--- src/rtl/obl_pkg.sv ---
// Package for the order book level table: codes, entry type and the
// command/status structs between controller and datapath. No dependencies.
package obl_pkg;

	localparam int MAX_LEVELS_DEF = 128;
	localparam logic [6:0] PRICE_TOP = 7'd100;
	localparam logic [30:0] QTY_MAX = 31'h7FFF_FFFF;

	typedef enum logic [1:0] {
		CMD_APPLY = 2'd0,
		CMD_CLEAR = 2'd1,
		CMD_READ  = 2'd2
	} cmd_t;

	typedef enum logic [2:0] {
		ST_UPDATED  = 3'd0,
		ST_REMOVED  = 3'd1,
		ST_INSERTED = 3'd2,
		ST_IGNORED  = 3'd3,
		ST_CLEARED  = 3'd4,
		ST_READ     = 3'd5
	} status_t;

	typedef struct packed {
		logic [6:0]  price;
		logic [30:0] qty;
	} entry_t;

	// read address source
	typedef enum logic [1:0] {RA_I, RA_I1, RA_J1, RA_IDX} ra_t;
	// write address source
	typedef enum logic {WA_I, WA_J} wa_t;
	// write data source
	typedef enum logic [1:0] {WD_RD, WD_SUM, WD_NEW} wd_t;
	// level count operation
	typedef enum logic [1:0] {CNT_HOLD, CNT_INC, CNT_DEC, CNT_CLR} cnt_op_t;

	typedef enum logic [3:0] {
		S_IDLE, S_DISPATCH, S_SCAN_RD, S_SCAN_EV,
		S_SHL_RD, S_SHL_WR, S_SHR_RD, S_SHR_WR, S_DONE
	} state_t;

	typedef struct packed {
		logic    load_in;
		logic    i_clr;
		logic    i_inc;
		logic    j_load;
		logic    j_dec;
		logic    rd_en;
		ra_t     rd_sel;
		logic    wr_en;
		wa_t     wr_sel;
		wd_t     wd_sel;
		cnt_op_t cnt_op;
		logic    set_st;
		status_t st_code;
		logic    set_hit;
		logic    out_load;
	} ctl_t;

	typedef struct packed {
		logic [1:0] cmd;
		logic price_ok;
		logic i_eq_n;
		logic match;
		logic greater;
		logic qsum_pos;
		logic can_insert;
		logic shl_more;
		logic shr_more;
		logic idx_ok;
		logic out_free;
	} sts_t;

endpackage

--- src/rtl/obl_ctrl.sv ---
// Controller state machine of the order book level table.
// Depends on obl_pkg; drives ctl_t commands into obl_dp.
module obl_ctrl import obl_pkg::*; (
	input  logic clk,
	input  logic arst_n,
	input  logic req_valid,
	output logic req_stall,
	input  sts_t sts,
	output ctl_t ctl
);

	state_t state_q, state_d;

	// state register
	always_ff @(posedge clk or negedge arst_n) begin
		if (!arst_n) begin
			state_q <= S_IDLE;
		end else begin
			state_q <= state_d;
		end
	end

	assign req_stall = (state_q != S_IDLE);

	// next state and commands
	always_comb begin
		state_d = state_q;
		ctl = '0;
		ctl.rd_sel = RA_I;
		ctl.wr_sel = WA_I;
		ctl.wd_sel = WD_RD;
		ctl.cnt_op = CNT_HOLD;
		ctl.st_code = ST_IGNORED;
		unique case (state_q)
			S_IDLE: begin
				if (req_valid) begin
					ctl.load_in = 1'b1;
					state_d = S_DISPATCH;
				end
			end
			S_DISPATCH: begin
				state_d = S_DONE;
				ctl.set_st = 1'b1;
				unique case (sts.cmd)
					CMD_APPLY: begin
						if (sts.price_ok) begin
							ctl.set_st = 1'b0;
							ctl.i_clr = 1'b1;
							state_d = S_SCAN_RD;
						end
					end
					CMD_CLEAR: begin
						ctl.cnt_op = CNT_CLR;
						ctl.st_code = ST_CLEARED;
					end
					CMD_READ: begin
						ctl.st_code = ST_READ;
						if (sts.idx_ok) begin
							ctl.rd_en = 1'b1;
							ctl.rd_sel = RA_IDX;
							ctl.set_hit = 1'b1;
						end
					end
					default: ctl.st_code = ST_IGNORED;
				endcase
			end
			// linear scan: read a level in S_SCAN_RD, evaluate it in S_SCAN_EV
			S_SCAN_RD: begin
				if (sts.i_eq_n) begin
					if (sts.can_insert) begin
						ctl.j_load = 1'b1;
						state_d = S_SHR_RD;
					end else begin
						ctl.set_st = 1'b1;
						state_d = S_DONE;
					end
				end else begin
					ctl.rd_en = 1'b1;
					state_d = S_SCAN_EV;
				end
			end
			S_SCAN_EV: begin
				if (sts.match) begin
					if (sts.qsum_pos) begin
						ctl.wr_en = 1'b1;
						ctl.wd_sel = WD_SUM;
						ctl.set_st = 1'b1;
						ctl.st_code = ST_UPDATED;
						state_d = S_DONE;
					end else begin
						state_d = S_SHL_RD;
					end
				end else if (sts.greater) begin
					if (sts.can_insert) begin
						ctl.j_load = 1'b1;
						state_d = S_SHR_RD;
					end else begin
						ctl.set_st = 1'b1;
						state_d = S_DONE;
					end
				end else begin
					ctl.i_inc = 1'b1;
					state_d = S_SCAN_RD;
				end
			end
			// removal: move higher levels down one place
			S_SHL_RD: begin
				if (sts.shl_more) begin
					ctl.rd_en = 1'b1;
					ctl.rd_sel = RA_I1;
					state_d = S_SHL_WR;
				end else begin
					ctl.cnt_op = CNT_DEC;
					ctl.set_st = 1'b1;
					ctl.st_code = ST_REMOVED;
					state_d = S_DONE;
				end
			end
			S_SHL_WR: begin
				ctl.wr_en = 1'b1;
				ctl.i_inc = 1'b1;
				state_d = S_SHL_RD;
			end
			// insertion: move higher levels up one place, then write
			S_SHR_RD: begin
				if (sts.shr_more) begin
					ctl.rd_en = 1'b1;
					ctl.rd_sel = RA_J1;
					state_d = S_SHR_WR;
				end else begin
					ctl.wr_en = 1'b1;
					ctl.wd_sel = WD_NEW;
					ctl.cnt_op = CNT_INC;
					ctl.set_st = 1'b1;
					ctl.st_code = ST_INSERTED;
					state_d = S_DONE;
				end
			end
			S_SHR_WR: begin
				ctl.wr_en = 1'b1;
				ctl.wr_sel = WA_J;
				ctl.j_dec = 1'b1;
				state_d = S_SHR_RD;
			end
			S_DONE: begin
				if (sts.out_free) begin
					ctl.out_load = 1'b1;
					state_d = S_IDLE;
				end
			end
			default: state_d = S_IDLE;
		endcase
	end

endmodule

--- config.mk ---
export PLATFORM = sky130hd
export DESIGN_NAME = obl_ctrl
export DESIGN_NICKNAME = d
export VERILOG_FILES = /design/src/rtl/obl_pkg.sv /design/src/rtl/obl_ctrl.sv
export SDC_FILE = /design/constraint.sdc
export NUM_CORES = 1
export LEC_CHECK = 0
export BUFFER_PORTS_ARGS = -buffer_cell sky130_fd_sc_hd__buf_2
export CORE_ASPECT_RATIO = 1.4
export CORE_UTILIZATION = 40
export DETAILED_ROUTE_END_ITERATION = 6
export GPL_TIMING_DRIVEN = 1
export PLACE_DENSITY = 0.69
export SYNTH_ARGS = -nofsm -noshare
export SYNTH_HDL_FRONTEND = slang
export SYNTH_SLANG_ARGS = --single-unit
--- constraint.sdc ---
create_clock -name clk -period 1.8 [get_ports clk]
set_input_delay 0 -clock clk [delete_from_list [all_inputs] [get_ports clk]]
set_output_delay 0 -clock clk [all_outputs]
set_load 0.02 [all_outputs]
; Word-level counts from Yosys, hierarchy flattened
; Index checks and enable logic that the tools add are counted.
[totals]
ff_bits = 4
output_inout_bits = 21
in_bits = 15
elab_cells = 77
[classes]
reduce_logical = 5
n_eq_ne = 12
n_mux = 59
[ops]
columns = cell, n
row1 = 4-bit 2-to-1 mux, 12
row2 = 4-bit case mux with 9 select lines, 1
row3 = 1-bit 2-to-1 mux, 27
row4 = 4-bit by 3-bit == test with 1-bit output (second input constant), 4
row5 = 3-bit 2-to-1 mux, 5
row6 = 2-bit case mux with 3 select lines, 2
row7 = 3-bit case mux with 4 select lines, 1
row8 = 4-bit by 2-bit == test with 1-bit output (second input constant), 2
row9 = 8-bit 2-to-1 mux, 1
row10 = 6-bit 2-to-1 mux, 1
row11 = 3-bit case mux with 2 select lines, 1
row12 = 1-bit case mux with 5 select lines, 1
row13 = 4-bit by 1-bit == test with 1-bit output (second input constant), 1
row14 = 4-bit == test (second input constant), 1
row15 = 4-bit logical NOT, 1
row16 = 2-bit 2-to-1 mux, 2
row17 = 2-bit inequality test (second input constant), 2
row18 = 1-bit case mux with 2 select lines, 2
row19 = 1-bit case mux with 4 select lines, 1
row20 = 2-bit case mux with 2 select lines, 1
row21 = 4-bit nonzero test, 1
row22 = 1-bit case mux with 3 select lines, 1
row23 = 2-bit by 1-bit == test with 1-bit output (second input constant), 1
row24 = 2-bit == test (second input constant), 1
row25 = 3 further kinds, 3

; Longest topological paths before layout
; Gate-level depths: netlist of the first run.
[logic_depth]
ltp_word = 4
depth_mapped = 5

; Worst setup path before layout of the first run
; No wires, ideal clock.
[synth_path]
kind = reg2out
start = register state_q[1]
end = output port ctl[4] (netlist bit)
slack_ns = 0.378
required_ns = 1.800
arrival_time_ns = 1.422
path_stages_with_launch = 4
path_cell_list = dfrtp_1 -> buf_6 -> or3b_1 -> nor3b_1
[synth_rtl]
columns = element, line
row1 = start: declaration, obl_ctrl.sv:12  ; state_t state_q, state_d;
row2 = start signal: assignment, obl_ctrl.sv:19  ; state_q <= state_d;
row3 = end: declaration, obl_ctrl.sv:9  ; output ctl_t ctl

==> qor.yml, run 1 <==
power:
  power_frac_comb_pct: 65.5
  intPower_uw: 472
  sequentialPowerShare_pct: 22.2
  p_leak_uw: 0.000488
  power_density_nw_per_um2: 989
  p_sw_share_pct: 49.3
  clock_power_share_pct: 12.3
  peakVddDrop_uv: 688
  p_sw_uw: 458
hold_path:
  hold_depth: 3
  min_path_type: "primary input to register"
  hold_end: "state_q[3]"
  holdCritStartpoint: "sts[0]"
global_route:
  grt_pass1_vias: 773
  grt_max_degree: 20
  overflow: 0
  antenna_found_initial: 0
  track_usage_pct: 22.6
  grt_pass1_wl_um: 3330
routing:
  drt_iter0_drc: 14
  num_vias: 852
  drtAntennaViolNets: 0
  drt-vias-per-instance: 5.76
  first_pass_iters: 4
  wire_per_inst_um: 13.3
  wirelength_um: 1970
  drc: 0
timing:
  maxSlewViolCount: 0
  hold_viol_final: 0
  relSlewSlack_pct: 77.1
  period_share_pct: 94.4
  max_slew.worst_pin.slew_ns: 0.339
  rsz0062_at_grt: "no"
  min_period_ns: 1.70
  setup_ws_ns: 0.101
  setup_violations: 0
  setup_tns_ns: 0
  skew_ns: 0.00264
  max_freq_mhz: 589
synth:
  synthMostInstantiatedCell: "o21ai_0"
  ys.flop_type: "dfrtp_1"
  syn_area_um2: 728
  synth_top_cell_area_share_pct: 13.7
  synth_top_cell_by_area: "dfrtp_1"
  ys_seq_area_share_pct: 13.7
  synthTopCellsByArea: "dfrtp_1, ha_1, o21ai_0"
  synth_edf_count: 0
  yosysWarnings: 0
  netlist_instances: 93
  synthArstFlopShare_pct: 100
  synth_cell_types: 45
  syn-num-nets: 112
  synthTopCellsByCount: "o21ai_0, inv_1, and3_1"
  syn-mean-instance-area_um2: 7.83
  ys_seq_elements: 4
setup_path:
  crit_path_top_delay_cell: "or4b_1"
  cp.depth: 4
  r2r_start: "state_q[0]"
  cp-end-kind: "primary output"
  crit_required_ns: 1.80
  cpLargestDelayFamily: "simple AND/OR/NAND/NOR gates"
  r2r_end: "state_q[0]"
  max_stage_delay_ns: 0.46
  path_class: "register to primary output"
  r2r_slack_ns: 0.34
  cp_max_fo: 9
  worstSetupStartpointType: "register"
  rr_worst_depth: 4
  worst-path-buf-inv: 1
  path_cells: "and2b_4 > or4b_1 > nand3_1 > buf_2"
  crit_arrival_ns: 1.70
clocking:
  clockBufferDepth: 2
  numCtsBuffers: 3
  cts_root_buffer: "clkbuf_4"
  clk_pin_slew_worst_paths_ns: 0.04
  cts_tree: "done"
  clk_latency_ns: 0.24
  clock_sinks: 4
  cts-htree-levels: 1
cells_and_area:
  largest_registers: "state_q x4"
  antenna_cells: 0
  post-route-util_pct: 57.4
  nets: 150
  top_register: "state_q"
  drive_gt1_share_pct: 41.1
  area_growth_pct: 29.0
  finalNonFillerCells: 148
  largest_reg_flops: 4
job:
  drv_cap: 0
place:
  gp_congestion: 0.872
  io_buffers: 35
  dp.cells: 142
  pre_cts_slack_ns: 0.250
  dp_hpwl_um: 1500
die:
  fp.dieW_um: 38.1
  die_h_um: 52.5
  start_util_pct: 44.5
  die-area_um2: 2000
  io_pins: 36
  row_count: 17
  core_area_um2: 1640
run_status:
  outcome: "complete, no violations"
## metal layers
layer / share of wire (%) / up-vias / track usage [%]
li1: - / 419 / -
met1: 41 / 383 / 27.9
met2: 51 / 46 / 37.3
met3: 6.0 / 4 / 3.40
met4: 1.3 / 0 / 10.1
met5: 0 / - / 0
## layout by cell type, fill, tap and decap left out, drive strengths merged, types with 2 or more instances in the layout
master and count:
buf 38, o21ai 7, inv 7, and3 5, nor2b 4, nand2 4
nor2 4, a21oi 4, ha 4, dfrtp 4, nand2b 3, nor3b 3
and2 3, nand3b 3, clkbuf 3, nor4b 3, nand4 2, nand3 2
nor3 2, and2b 2, or4 2
## final cells by class
class                      count  area [um^2]
sequential                     4          105
multi-input combinational     76          554
fill                         154          698
inverter                       7         26.3
clock buffer                   3         22.5
tap                           19         23.8
timing repair buffer          39          208
## through the flow
| step | power (uW) | instance area, um^2 | hold WS (ns) |
|---|---|---|---|
| 2_1_floorplan | 644 | 728 | -0.296 |
| 3_3_place_gp | 773 | 887 | -0.189 |
| 3_5_place_dp | 776 | 887 | -0.189 |
| 4_1_cts | 901 | 921 | 0.0778 |
| 5_1_grt | 1010 | 940 | 0.0954 |
| 6_report | 930 | 940 | 0.0839 |
## worst register-to-register path, delay by kind of cell, from the launching register on
kind / cells / cell delay (ns)
buffers and inverters: 1 / 0.16
AND/OR/NAND/NOR: 2 / 0.67
AO/OA/AOI/OAI: 1 / 0.06
flip-flops: 1 / 0.45
## power by group through the flow
stage / Combinational (uW) / Clock (uW) / Sequential, uW
finish: 609 / 114 / 206
floorplan: 501 / 0 / 143
global placement: 563 / 0 / 210
global route: 665 / 127 / 215
detailed placement: 565 / 0 / 211
CTS: 570 / 119 / 212
## timing repair
item / 4_1_cts / 5_1_grt
hold buffers: 1 / 0
endpoints found under the hold margin: 4 / 0
gates resized for setup: 1 / 3
setup buffers: 0 / 2
setup endpoints to repair: 1 / 6
## cells by family (layout without fill, tap and decap cells)
kind of cell | after synthesis | in the layout | synth area share [%]
multiplexers | 2 | 2 | 2.92
flip-flops | 4 | 4 | 13.7
buffers and inverters | 13 | 49 | 10.1
adder cells (fa/ha/maj) | 4 | 4 | 6.87
AND/OR/NAND/NOR | 47 | 47 | 43.6
AO/OA/AOI/OAI | 23 | 23 | 22.7
## worst max-delay path by stage
stage	from	end	slack, ns
floorplan	state_q[1]	ctl[4]	0.38
global placement	state_q[0]	ctl[5]	0.26
detailed placement	state_q[0]	ctl[5]	0.25
CTS	state_q[1]	ctl[5]	0.02
global route	state_q[0]	ctl[5]	0.04
finish	state_q[0]	ctl[5]	0.10
Note: power is estimated with default switching activity, not from simulation.
==> run 2, diff against run 1 <==
HOLD_SLACK_MARGIN = 0.06   (was default)
clock period = 2.2 ns   (was 1.8 ns; I/O delays follow)
==> run 2 against run 1 <==
  * Die area is the same
  * Clock skew grew 0.0035 ns
  * Sequential share of layout area shrank 0.21 points
  * Hold slack lost 0.0090 ns
  * First-iteration DRC count grew 50%
  * Critical endpoint unchanged
  * Largest cell class unchanged
  * Largest power group unchanged
==> qor.yml, run 2 (synthesis gave the netlist of run 1 again) <==
global_route:
  overflow: 0  # unchanged
  grt_pass1_wl_um: 3170  # was 3330 um
  grt_max_degree: 20  # unchanged
  antenna_found_initial: 0  # unchanged
  grt_pass1_vias: 738  # was 773
  track_usage_pct: 21.4  # was 22.6%
die:
  die_h_um: 52.5  # unchanged
  die-area_um2: 2000  # unchanged
  io_pins: 36  # unchanged
  row_count: 17  # unchanged
  start_util_pct: 44.5  # unchanged
  fp.dieW_um: 38.1  # unchanged
  core_area_um2: 1640  # unchanged
setup_path:
  path_cells: "and2b_4 > or4b_1 > nand3_1 > buf_2"  # unchanged
  crit_arrival_ns: 1.93  # was 1.70 ns
  cp-end-kind: "primary output"  # unchanged
  crit_path_top_delay_cell: "dfrtp_1"  # was or4b_1
  crit_required_ns: 2.20  # was 1.80 ns
  cp_max_fo: 19  # was 9
  max_stage_delay_ns: 0.71  # was 0.46 ns
  worstSetupStartpointType: "register"  # unchanged
  path_class: "register to primary output"  # unchanged
clocking:
  clk_pin_slew_worst_paths_ns: 0.04  # about the same
  cts_root_buffer: "clkbuf_4"  # unchanged
  clk_latency_ns: 0.23  # was 0.24 ns
  clockBufferDepth: 2  # unchanged
  numCtsBuffers: 3  # unchanged
  cts-htree-levels: 1  # unchanged
  cts_resized: 0  # was 1
  cts_tree: "done"  # unchanged
  clock_sinks: 4  # unchanged
power:
  peakVddDrop_uv: 553  # was 688 uV
  power_density_nw_per_um2: 795  # was 989 nW/um^2
  sequentialPowerShare_pct: 25.3  # was 22.2%
  p_sw_uw: 366  # was 458 uW
  clock_power_share_pct: 12.3  # about the same
  intPower_uw: 359  # was 472 uW
  p_sw_share_pct: 50.5  # was 49.3%
  power_frac_comb_pct: 62.4  # was 65.5%
  p_leak_uw: 0.000479  # was 0.000488 uW
cells_and_area:
  fin_area_um2: 912  # was 940 um^2
  layout_common_cells: "buf_2, o21ai_0, inv_1"  # unchanged
  finalNonFillerCells: 145  # was 148
  area_growth_pct: 25.3  # was 29.0%
  top_register: "state_q"  # unchanged
  final_common_cell: "buf_2"  # unchanged
  antenna_cells: 0  # unchanged
  drive_gt1_share_pct: 36.5  # was 41.1%
  largest_registers: "state_q x4"  # unchanged
  largest_reg_flops: 4  # unchanged
  nets: 147  # was 150
timing:
  setup_ws_ns: 0.267  # was 0.101 ns
  relSlewSlack_pct: 60.4  # was 77.1%
  rsz0062_at_grt: "no"  # unchanged
  setup_tns_ns: 0  # unchanged
  hold_viol_final: 0  # unchanged
  skew_ns: 0.00609  # was 0.00264 ns
  max_slew.worst_pin.slew_ns: 0.594  # was 0.339 ns
  setup_violations: 0  # unchanged
  maxSlewViolCount: 0  # unchanged
  period_share_pct: 87.9
  max_freq_mhz: 517
  min_period_ns: 1.93
routing:
  first_pass_iters: 4  # unchanged
  drt-vias-per-instance: 5.72  # was 5.76
  wire_per_inst_um: 13.2  # was 13.3 um
  wirelength_um: 1920  # was 1970 um
  drt_iter0_drc: 21  # was 14
  drc: 0  # unchanged
  drtAntennaViolNets: 0  # unchanged
  num_vias: 829  # was 852
job:
  drv_cap: 0  # unchanged
place:
  pre_cts_slack_ns: 0.514  # was 0.250 ns
  dp.cells: 141  # was 142
  gp_congestion: 0.875  # was 0.872
  io_buffers: 35  # unchanged
  place_area_um2: 880  # was 887 um^2
  dp_hpwl_um: 1470  # was 1500 um
run_status:
  outcome: "complete, no violations"  # unchanged
hold_path:
  min_path_type: "primary input to register"  # unchanged
## run 2: final timing paths
| check | start | end | slack [ns] | cells past startpoint |
|---|---|---|---|---|
| worst max-delay path | state_q[1] | ctl[5] | 0.27 | 4 |
| worst min-delay path | sts[0] | state_q[3] | 0.07 | 3 |
| worst max register to register | state_q[1] | state_q[3] | 0.58 | 3 |
| worst min register to register | state_q[3] | state_q[0] | 0.75 | 1 |
| max in group asynchronous | arst_n | state_q[1] | 1.97 | 2 |
| min in group asynchronous | arst_n | state_q[0] | 0.10 | 2 |
## run 2: routing by layer
layer | GRT usage, % | routed length (um) | vias up
met5 | 0 | 0 | -
met4 | 7.74 | 0 | 0
met2 | 35.6 | 976 | 23
met3 | 3.40 | 92 | 0
met1 | 26.9 | 850 | 390
li1 | - | - | 416
## run 2: power groups by stage
stage	combinational (uW)	clock [uW]	sequential (uW)
after global placement	447	0	179
after global routing	495	99.5	189
after CTS	453	93.9	180
after detailed placement	450	0	181
after floorplan	410	0	117
final	453	89.2	183
## run 2: what timing repair did
action                                  4_1_cts  5_1_grt
endpoints found under the setup margin        0        0
buffers inserted                              0        0
hold endpoints to repair                      4        0
hold buffers                                  1        0
## run 2: stage by stage
step / total power, uW / hold WS [ns] / utilization [%]
after floorplan: 527 / -0.296 / -
after detailed placement: 631 / -0.191 / 53.7
after global placement: 626 / -0.190 / 53.7
after global routing: 783 / 0.112 / 55.7
after CTS: 727 / 0.0663 / 55.7
final: 725 / 0.0749 / 55.7
## run 2: cell type report
cell class,count,area [um^2]
timing repair buffer,36,185
tap,19,23.8
multi-input combinational,76,554
fill,163,726
inverter,7,26.3
clock buffer,3,22.5
sequential,4,100
## run 2: worst max-delay path: cells and delay by family, from the launching register on
kind / cells / cell delay (ns)
buffers and inverters: 1 / 0.16
flip-flops: 1 / 0.71
AND/OR/NAND/NOR: 3 / 0.84
==> run 3, diff against run 2 <==
CTS_BUF_LIST = sky130_fd_sc_hd__clkbuf_8   (was default)
==> run 3 against run 2 <==
  * Setup slack better by 0.015 ns
  * Die area unchanged
  * Critical path type unchanged
  * Largest cell class unchanged
  * Flip-flop and latch count unchanged
  * Largest power group unchanged
  * Combinational power about the same
  * Non-clock buffer count did not move
  * Clock power up 70%
  * Global-route usage up 0.085 points
==> qor.yml, run 3 (synthesis gave the netlist of run 1 again) <==
run_status:
  outcome: "complete, no violations"  # unchanged
timing:
  holdWs_ns: 0.0965  # was 0.0749 ns
  relSlewSlack_pct: 60.1  # was 60.4%
  setup_violations: 0  # unchanged
  skew_ns: 0.00475  # was 0.00609 ns
  period_share_pct: 87.2  # was 87.9%
  setup_tns_ns: 0  # unchanged
  max_freq_mhz: 521  # was 517 MHz
  maxSlewViolCount: 0  # unchanged
  rsz0062_at_grt: "no"  # unchanged
  min_period_ns: 1.92  # was 1.93 ns
  hold_viol_final: 0  # unchanged
  max_slew.worst_pin.slew_ns: 0.599  # was 0.594 ns
setup_path:
  cp_max_fo: 19  # unchanged
  r2r_start: "state_q[1]"  # unchanged
  r2r_end: "state_q[3]"  # unchanged
  path_class: "register to primary output"  # unchanged
  r2r_slack_ns: 0.58  # about the same
  crit_arrival_ns: 1.92  # was 1.93 ns
  worstSetupStartpointType: "register"  # unchanged
  cp-startpoint: "state_q[1]"  # unchanged
  rr_worst_depth: 3  # unchanged
  cp-end-kind: "primary output"  # unchanged
  crit_required_ns: 2.20  # about the same
die:
  die_h_um: 52.5  # unchanged
  die-area_um2: 2000  # unchanged
  start_util_pct: 44.5  # unchanged
  fp.dieW_um: 38.1  # unchanged
  row_count: 17  # unchanged
  io_pins: 36  # unchanged
  core_area_um2: 1640  # unchanged
power:
  peakVddDrop_uv: 577  # was 553 uV
  clock_power_share_pct: 19.2  # was 12.3%
  p_sw_uw: 374  # was 366 uW
  power_density_nw_per_um2: 847  # was 795 nW/um^2
  p_leak_uw: 0.000486  # was 0.000479 uW
  sequentialPowerShare_pct: 23.4  # was 25.3%
  intPower_uw: 415  # was 359 uW
  power_frac_comb_pct: 57.4  # was 62.4%
  p_sw_share_pct: 47.4  # was 50.5%
routing:
  first_pass_iters: 4  # unchanged
  drt-vias-per-instance: 5.70  # was 5.72
  drtAntennaViolNets: 0  # unchanged
  drt_iter0_drc: 20  # was 21
  wirelength_um: 1930  # was 1920 um
  drc: 0  # unchanged
  num_vias: 826  # was 829
  wire_per_inst_um: 13.3  # was 13.2 um
place:
  dp_hpwl_um: 1470  # unchanged
  gp_congestion: 0.875  # unchanged
  io_buffers: 35  # unchanged
clocking:
  cts_tree: "done"  # unchanged
  cts_root_buffer: "clkbuf_8"  # was clkbuf_4
  clk_pin_slew_worst_paths_ns: 0.03  # was 0.04 ns
  numCtsBuffers: 3  # unchanged
  clockBufferDepth: 2  # unchanged
  clock_sinks: 4  # unchanged
  cts_resized: 0  # unchanged
  clk_latency_ns: 0.22  # was 0.23 ns
  cts-htree-levels: 1  # unchanged
cells_and_area:
  antenna_cells: 0  # unchanged
  largest_registers: "state_q x4"  # unchanged
  drive_gt1_share_pct: 36.5  # unchanged
  final_common_cell: "buf_2"  # unchanged
  fillers: 160  # was 163
  nets: 147  # unchanged
  largest_reg_flops: 4  # unchanged
  top_register: "state_q"  # unchanged
  layout_common_cells: "buf_2, o21ai_0, inv_1"  # unchanged
  area_growth_pct: 27.8  # was 25.3%
global_route:
  grt_max_degree: 20  # unchanged
  grt_pass1_vias: 740  # was 738
  overflow: 0  # unchanged
  track_usage_pct: 21.5  # was 21.4%
  grt_pass1_wl_um: 3180  # was 3170 um
  antenna_found_initial: 0  # unchanged
job:
  drv_cap: 0  # unchanged
hold_path:
  hold_end: "state_q[3]"  # unchanged
  holdCritStartpoint: "sts[0]"  # unchanged
  hold_depth: 3  # unchanged
  min_path_type: "primary input to register"  # unchanged
[run 3: cell counts in the layout (fill, tap and decap cells not counted)]
No cell type changed its count.
[run 3: metal layers]
layer	wire (um)	vias up	track usage, %
met1	867	390	27.2
met5	0	-	0
met3	89	0	3.40
li1	-	415	-
met2	973	21	35.6
met4	0	0	7.74
[run 3: layout make-up]
| type | instances | area [um^2] | share of cell area [%] |
|---|---|---|---|
| Tap cell | 19 | 23.8 | 2.55 |
| Clock buffer | 3 | 41.3 | 4.44 |
| Timing Repair Buffer | 36 | 185 | 19.9 |
| Multi-Input combinational cell | 76 | 554 | 59.5 |
| Inverter | 7 | 26.3 | 2.82 |
| Sequential cell | 4 | 100 | 10.8 |
[run 3: worst max-delay path, stage by stage (launching register included)]
cell	delay (ns)
dfrtp_1	0.71
and2b_4	0.28
or4b_1	0.45
nand3_1	0.10
buf_2	0.16
[run 3: how the worst max path moves through the flow]
stage,to,slack [ns],cells after the start
after floorplan,ctl[4],0.78,3
after detailed placement,ctl[5],0.51,4
after global routing,ctl[5],0.19,4
after CTS,ctl[5],0.29,4
final,ctl[5],0.28,4
after global placement,ctl[5],0.56,4
[run 3: metrics by stage]
step | instances | power, uW | utilization, % | setup slack, ns | area (um^2)
after floorplan | 93 | 527 | - | 0.778 | 728
after global routing | 145 | 847 | 56.8 | 0.195 | 931
final | 145 | 789 | 56.8 | 0.282 | 931
after global placement | 141 | 626 | 53.7 | 0.559 | 880
after detailed placement | 141 | 631 | 53.7 | 0.514 | 880
after CTS | 145 | 789 | 56.8 | 0.293 | 931
[run 3: timing repair]
item | CTS | global route
hold buffers | 1 | 0
setup buffers | 0 | 0
hold endpoints to repair | 4 | 0
[run 3: power groups by stage]
stage	combinational, uW	sequential (uW)	clock, uW
finish	453	184	152
global route	495	190	163
CTS	453	180	156
detailed placement	450	181	0
global placement	447	179	0
floorplan	410	117	0
